<file path="src/hdl/tblc_pkg.sv">
`timescale 1ns / 1ps
`default_nettype none
package tblc_pkg;

    localparam int NUM_SETS   = 64;
    localparam int NUM_WAYS   = 4;
    localparam int BLK_BITS   = 2;
    localparam int BLOCK_SIDE = 1 << BLK_BITS;
    localparam int COORD_BITS = 12;

    localparam int SET_BITS     = $clog2(NUM_SETS);
    localparam int WAY_BITS     = (NUM_WAYS > 1) ? $clog2(NUM_WAYS) : 1;
    localparam int SLOTS        = NUM_SETS * NUM_WAYS;
    localparam int SLOT_BITS    = $clog2(SLOTS);
    localparam int OFF_BITS     = 2 * BLK_BITS;
    localparam int BLOCK_TEXELS = 1 << OFF_BITS;
    localparam int DADDR_BITS   = SLOT_BITS + OFF_BITS;
    localparam int DATA_DEPTH   = SLOTS * BLOCK_TEXELS;
    localparam int BX_BITS      = COORD_BITS - BLK_BITS;

    localparam int TEX_W   = 16;
    localparam int LVL_W   = 4;
    localparam int CRD_W   = 12;
    localparam int DIM_W   = 13;
    localparam int TEXEL_W = 32;
    localparam int REQ_W   = 10;
    localparam int STAMP_W = 64;

    typedef enum logic [1:0] {
        ST_HIT    = 2'd0,
        ST_MISS   = 2'd1,
        ST_DONE   = 2'd2,
        ST_REJECT = 2'd3
    } status_t;

    typedef struct packed {
        logic               op;
        logic [TEX_W-1:0]   texture_id;
        logic [LVL_W-1:0]   level;
        logic [CRD_W-1:0]   coord_x;
        logic [CRD_W-1:0]   coord_y;
        logic [DIM_W-1:0]   level_width;
        logic [DIM_W-1:0]   level_height;
        logic               level_present;
        logic [TEXEL_W-1:0] fill_texel;
    } in_item_t;

    typedef struct packed {
        logic [1:0]         status;
        logic [TEXEL_W-1:0] out_texel;
        logic [TEX_W-1:0]   req_texture_id;
        logic [LVL_W-1:0]   req_level;
        logic [REQ_W-1:0]   req_block_x;
        logic [REQ_W-1:0]   req_block_y;
    } out_item_t;

    typedef struct packed {
        logic [TEX_W-1:0]   tex;
        logic [LVL_W-1:0]   lvl;
        logic [BX_BITS-1:0] bx;
        logic [BX_BITS-1:0] by;
        logic [STAMP_W-1:0] stamp;
    } way_tag_t;

    typedef way_tag_t [NUM_WAYS-1:0] tag_row_t;

    typedef struct packed {
        logic reject;
        logic lookup;
        logic fill;
        logic resolve;
        logic data_out;
    } cmd_t;

    typedef struct packed {
        logic reject;
        logic in_fill;
        logic fill_last;
        logic hit;
    } stat_t;

    function automatic logic [SET_BITS-1:0] set_index(
        input logic [TEX_W-1:0]   tex,
        input logic [LVL_W-1:0]   lvl,
        input logic [BX_BITS-1:0] bx,
        input logic [BX_BITS-1:0] by
    );
        logic [31:0] h;
        h = 32'(tex) ^ 32'(lvl) ^ 32'(bx) ^ (32'(by) << 1);
        return h[SET_BITS-1:0];
    endfunction

    function automatic logic [SLOT_BITS-1:0] slot_of(
        input logic [SET_BITS-1:0] set,
        input logic [WAY_BITS-1:0] way
    );
        logic [31:0] s;
        s = 32'(set) * NUM_WAYS + 32'(way);
        return s[SLOT_BITS-1:0];
    endfunction

endpackage
`default_nettype wire

</file>
<file path="src/hdl/tblc_ctrl.sv">
`timescale 1ns / 1ps
`default_nettype none
module tblc_ctrl (
    input  wire logic          clk,
    input  wire logic          rst_n,
    input  wire logic          in_valid,
    output logic               in_ready,
    output logic               out_valid,
    input  wire logic          out_ready,
    input  wire tblc_pkg::stat_t st,
    output tblc_pkg::cmd_t     cmd
);

    typedef enum logic [3:0] {
        S_IDLE = 4'b0001,
        S_LOOK = 4'b0010,
        S_DATA = 4'b0100,
        S_OUT  = 4'b1000
    } state_t;

    state_t state_reg, state_next;

    always_ff @(posedge clk or negedge rst_n)
    begin
        if (!rst_n)
        begin
            state_reg <= S_IDLE;
        end
        else
        begin
            state_reg <= state_next;
        end
    end

    always_comb
    begin
        state_next = state_reg;
        cmd        = '0;
        case (state_reg)
            S_IDLE:
            begin
                if (in_valid)
                begin
                    if (st.reject)
                    begin
                        cmd.reject = 1'b1;
                        state_next = S_OUT;
                    end
                    else if (st.in_fill)
                    begin
                        cmd.fill = 1'b1;
                        if (st.fill_last)
                        begin
                            state_next = S_DATA;
                        end
                    end
                    else
                    begin
                        cmd.lookup = 1'b1;
                        state_next = S_LOOK;
                    end
                end
            end
            S_LOOK:
            begin
                cmd.resolve = 1'b1;
                state_next  = st.hit ? S_DATA : S_OUT;
            end
            S_DATA:
            begin
                cmd.data_out = 1'b1;
                state_next   = S_OUT;
            end
            S_OUT:
            begin
                if (out_ready)
                begin
                    state_next = S_IDLE;
                end
            end
            default:
            begin
                state_next = S_IDLE;
            end
        endcase
    end

    assign in_ready  = (state_reg == S_IDLE);
    assign out_valid = (state_reg == S_OUT);

    a_look_follows_lookup: assert property (@(posedge clk) disable iff (!rst_n)
        cmd.lookup |=> (state_reg == S_LOOK))
        else $error("lookup did not enter tag compare");
    a_data_after: assert property (@(posedge clk) disable iff (!rst_n)
        (state_reg == S_DATA) |=> (state_reg == S_OUT))
        else $error("data read not delivered");
    a_out_holds: assert property (@(posedge clk) disable iff (!rst_n)
        (out_valid && !out_ready) |=> out_valid)
        else $error("result dropped while stalled");

endmodule
`default_nettype wire

</file>
<file path="config.mk">
export PLATFORM = sky130hd
export DESIGN_NAME = tblc_ctrl
export DESIGN_NICKNAME = d
export VERILOG_FILES = /design/src/hdl/tblc_pkg.sv /design/src/hdl/tblc_ctrl.sv
export SDC_FILE = /design/constraint.sdc
export NUM_CORES = 1
export LEC_CHECK = 0
export BUFFER_PORTS_ARGS = -buffer_cell sky130_fd_sc_hd__buf_2
export CAP_MARGIN = 30
export CELL_PAD_IN_SITES_DETAIL_PLACEMENT = 1
export CELL_PAD_IN_SITES_GLOBAL_PLACEMENT = 2
export CORE_MARGIN = 8
export CORE_UTILIZATION = 27
export CTS_CLUSTER_SIZE = 30
export DETAILED_ROUTE_END_ITERATION = 8
export MAX_ROUTING_LAYER = met4
export PLACE_DENSITY = 0.8
export SYNTH_ARGS = -nofsm -noshare
export SYNTH_HDL_FRONTEND = slang
export SYNTH_SLANG_ARGS = --single-unit
</file>
<file path="constraint.sdc">
create_clock -name clk -period 2.6 [get_ports clk]
set_input_delay 0.52 -clock clk [delete_from_list [all_inputs] [get_ports clk]]
set_output_delay 0.52 -clock clk [all_outputs]
set_load 0.01 [all_outputs]
</file>
==> metrics.txt, run 1 <==
status finished, final reports clean; Placed Instance Area approximately 420 um^2; worst path required time roughly 2.1 ns; Vias 324; syn nets 42; number of clock sinks 4; fin area between 400 and 500 um^2; Main synth FF type dfrtp_1; Routed Wire Length between 900 and 1000 um; Non-Filler Instances 63; Crit-path slowest cell dfstp_2; RR Endpoint state_reg[3]$_DFFE_PN0P_; list of most frequent post-synthesis cells nor4b_1, dfrtp_1, nor2_1; worst setup path category reg2out; Overall Global Routing Usage under 10%; Clk pin slew, worst setup/hold paths roughly 0.040 ns; DR WL/cell 15.2 um; Power, Total approximately 380 uW; Post-CTS Setup Bufs 0; Syn-to-layout area delta 21.6%; first-pass GRT wire length about 1600 um; synth warn 0; worst r2r path cells 3; Total Neg Setup Slack 0 ns; die width 52.7 um; IO buf count 14; Die Y 52.7 um; Num CTS Buffers 3; Setup Viol. Count Final 0; DRC Markers 0; crit path DAT 1.67 ns; Vias/cell between 5 and 6; CTS Root Cell clkbuf_4; Worst R2R Start state_reg[0]$_DFFE_PN1P_; post_cts resized 0; Initial Util around 28%; row count 13; largest area contributor in the netlist dfrtp_1; PwrDens 864 nW/um^2; Pre-antenna DRT Iters 4; slew margin rel. around 70%; Starting DRT DRC Count 8; io pins 15; synth unique cells 24; # nets final between 50 and 60; post-cts hold buffer count 0; Final period util between 80% and 90%; Critical Path Sink Type output port; Top Family by Delay on Critical Path simple AND/OR/NAND/NOR gates; clk_skew about 0.0087 ns; EDFF count, synth 0; final hold violation count 0; most common cell in the netlist nor4b_1; top cells by area, synth dfrtp_1, nor4b_1, dfstp_2; Synth Cell Area 364 um^2; vias in the first global route around 340; initial antenna violation count 0; crit-path max FO 10; core outline area between 1000 and 1500 um^2; Final Max Tran Viols 0; critical path depth in cells 3; Final GP Congestion between 0.7 and 0.8; largest net degree at the start of global routing 11; layout cells sized above 1 54.2%; CTS tree yes; Overflow after GRT 0; Min Hold Slack a little over 0.07 ns; Synth top area share about 21%; number of buffers and inverters on the critical path 1; Largest register FFs 4; CTS H-tree depth 1; placed insts 59; unrepaired setup endpoints after global routing no; dpl hpwl approximately 740 um; Highest Clock Rate ~0.46 GHz; HP Class in2async; post-layout min period approximately 2.2 ns; Synth Register Bits 4; LEAKAGE between 0.0002 and 0.00025 uW; Avg Synthesized Cell Area around 11 um^2; Worst Tran Pin Value 0.446 ns; # Max-Cap Violations 0; Worst-Skew Late Latency around 0.24 ns; Max VDD drop 0.000250 V; gate count after technology mapping 34; post-route ant nets 0; Max Buffers Root-to-Sink 2; Antenna diodes 0; Critical Path Start Type flop; Reg2Reg Setup Slack 0.93 ns; Total Die Area 2780 um^2; Worst path max stage delay between 0.6 and 0.7 ns; Async SR Flop Fraction 100%; sequential-to-total area share from yosys stat 27.8%; crit-path cells nor4b_4, and4b_2, buf_2
-- how the worst max path moves through the flow --
| stage | start | to |
|---|---|---|
| after floorplan | state_reg[0]$_DFFE_PN1P_ | cmd[2] |
| after global placement | state_reg[0]$_DFFE_PN1P_ | cmd[2] |
| after detailed placement | state_reg[0]$_DFFE_PN1P_ | cmd[2] |
| after CTS | state_reg[0]$_DFFE_PN1P_ | cmd[2] |
| after global routing | state_reg[0]$_DFFE_PN1P_ | cmd[2] |
| final | state_reg[0]$_DFFE_PN1P_ | cmd[2] |
-- per-layer routing --
metal / track usage (%) / part of all wire, % / vias up
met2: 11.1 / 47 / 10
met4: 0 / 0 / 0
met5: - / 0 / -
met3: 5.68 / 2.9 / 0
li1: - / - / 160
met1: 9.57 / 50 / 154
-- worst register-to-register path: stages, from the launching register on --
cell and delay [ns]:
dfstp_2 0.61, nor4b_4 0.43, a22oi_2 0.18, o41ai_2 0.34
-- stage by stage --
stage / utilization (%) / setup slack [ns]
floorplan: - / 0.713
global placement: 32.4 / 0.695
detailed placement: 32.4 / 0.649
CTS: 34.5 / 0.391
global route: 34.5 / 0.295
finish: 34.5 / 0.410
-- cell families after synthesis --
kind of cell | count (synthesis) | share of synthesized area [%]
buf+inv | 4 | 9.96
flops | 4 | 27.8
xor+xnor | 1 | 2.41
compound gates | 6 | 15.8
simple gates | 19 | 44.0
-- placed cells by master (no fill, tap or decap), drive strengths merged --
master  count
buf        14
nor4b       5
clkbuf      4
nor2        3
dfrtp       3
and3        2
a21oi       2
nor3b       2
and4bb      2
and4b       1
xor2        1
a22oi       1
nand2b      1
o21a        1
nand4b      1
nand2       1
o311a       1
nor3        1
o41ai       1
dfstp       1
-- power breakdown --
group	internal [uW]	leakage (uW)	total (uW)	switching, uW
logic	87.8	0.000146	169	80.9
registers	84.4	0.0000516	129	44.2
clock network	57.7	0.0000150	85.6	27.9
-- final cells by class --
type,count,area [um^2]
Multi-Input combinational cell,26,226
Clock buffer,4,26.3
Tap cell,15,18.8
Timing Repair Buffer,14,70.1
Sequential cell,4,101
Fill cell,164,842
Power figures use the tool's default switching activity.
==> run 2: changes to the inputs <==
- CORE_UTILIZATION: 27 -> 25
- PLACE_DENSITY: 0.8 -> 0.75
- clock period: 2.6 -> 2.1 ns (I/O delays scaled with it)
==> run 2 against run 1 <==
Compared with the run above:
- sequential cell count stayed put
- cell count is 3.2% higher
- final area increased by 4.0%
- largest power group unchanged
- worst setup slack lost 0.24 ns
- routed wire length rose by 3.6%
- clock power is 25% higher
- critical path depth is the same
==> metrics.txt, run 2 (same netlist as run 1, synthesis figures left out) <==
post-layout min period slightly below 2 ns; Worst R2R Start state_reg[0]$_DFFE_PN1P_; Starting DRT DRC Count 3; HP Class in2reg; vias in the first global route between 300 and 400; Seq pwr share between 30% and 40%; layout cells sized above 1 a little over half; Initial Util a little over a quarter; Final period util 92.0%; DRC Markers 0; CTS H-tree depth 1; Layout fillers about 170; Antenna diodes 0; slew margin rel. 74.8%; most common cell after layout, fill and taps aside buf_2; # Max-Cap Violations 0; Total Neg Setup Slack 0 ns; Crit. Startpoint state_reg[0]$_DFFE_PN1P_; largest net degree at the start of global routing 11; IO buf count 14; Vias roughly 330; unrepaired setup endpoints after global routing no; Setup Viol. Count Final 0; Non-Filler Instances 65; Overall Global Routing Usage slightly below 8%; Pre-antenna DRT Iters 4; first-pass GRT wire length ~1600 um; Final GP Congestion between 0.6 and 0.7; Num CTS Buffers 3; # nets final ~60; initial antenna violation count 0; row count 13; commonest cells after routing, fill and taps aside buf_2, nor4b_1, nor2_1, clkbuf_4, dfrtp_1; Highest Clock Rate approximately 0.52 GHz; final hold violation count 0; LEAKAGE between 0.0002 and 0.00025 uW; Switching Fraction about two fifths; Overflow after GRT 0; RR Endpoint state_reg[3]$_DFFE_PN0P_; worst path required time between 1.5 and 2 ns; Routed Wire Length a little under 1000 um; Clk pwr share between 20% and 30%; Largest register FFs 4; Die Y between 50 and 60 um; dpl hpwl 789 um; Worst-Skew Late Latency about 0.24 ns; Vias/cell 5.02; CTS Root Cell clkbuf_4; clk_skew around 0.0050 ns; Max Buffers Root-to-Sink 2; Critical Path Start Type flop; status finished, final reports clean; io pins 15; Total Die Area slightly below 3000 um^2; dpl ws ~0.40 ns; Reg2Reg Setup Slack roughly 0.5 ns; Worst Tran Pin Value approximately 0.37 ns; Max VDD drop approximately 0.00030 V; Post-CTS Setup Bufs 0; core outline area between 1000 and 1500 um^2; worst r2r path cells 4; Worst Setup EP cmd[2]; Syn-to-layout area delta 26.5%; combinational power share a little under half; Final WS setup 0.167 ns; post-route ant nets 0; CTS tree yes; P_sw 195 uW; PwrDens around 1100 nW/um^2; die width between 50 and 60 um; fin area between 400 and 500 um^2; number of clock sinks 4; Final Max Tran Viols 0; DR WL/cell roughly 15 um; internal power 303 uW; crit path DAT 1.51 ns; Placed Instance Area 424 um^2; Power, Total around 500 uW; worst setup path category reg2out; crit-path max FO 10; post_cts resized 0; hold depth 3; placed insts 60; post-cts hold buffer count 1; Clk pin slew, worst setup/hold paths 0.04 ns; Critical Path Sink Type output port
-- run 2: cell types whose count changed in the layout (fill, tap and decap cells not counted) --
cell	delta
dlygate4sd3_1	+1
buf_4	+1
-- run 2: critical path, cell delays in order, from the launching register on --
cell	delay [ns]
dfstp_2	0.62
nor4b_4	0.27
and4b_2	0.25
buf_2	0.13
-- run 2: how the worst min path moves through the flow --
stage / to / from / slack, ns
finish: state_reg[2]$_DFFE_PN0P_ / st[0] / 0.46
global route: state_reg[2]$_DFFE_PN0P_ / st[0] / 0.48
CTS: state_reg[2]$_DFFE_PN0P_ / st[0] / 0.45
detailed placement: state_reg[3]$_DFFE_PN0P_ / rst_n / 0.22
global placement: state_reg[1]$_DFFE_PN0P_ / rst_n / 0.23
floorplan: state_reg[1]$_DFFE_PN0P_ / rst_n / 0.12
-- run 2: per-stage QoR --
stage          hold slack (ns)  util [%]
6_report                 0.458      34.5
5_1_grt                  0.478      34.5
4_1_cts                  0.448      34.5
3_5_place_dp             0.225      31.8
3_3_place_gp             0.226      31.8
2_1_floorplan            0.124         -
-- run 2: area by class of cell --
cell class	instances	area, um^2	area share, %
repair buffers	16	87.6	19.0
clock buffers	4	26.3	5.71
well taps	15	18.8	4.08
flip-flops and latches	4	101	22.0
multi-input cells	26	226	49.2
-- run 2: power groups by stage --
stage	Sequential (uW)	Clock, uW	Combinational, uW
5_1_grt	167	114	252
3_5_place_dp	164	0	232
2_1_floorplan	111	0	223
6_report	162	107	229
4_1_cts	162	112	234
3_3_place_gp	158	0	227
-- run 2: layer usage --
metal	wire [um]	GRT usage, %	vias to the layer above
met5	0	-	-
met4	0	4.92	0
met3	45	0.551	0
met2	539	11.8	9
met1	410	9.44	152
li1	-	-	165
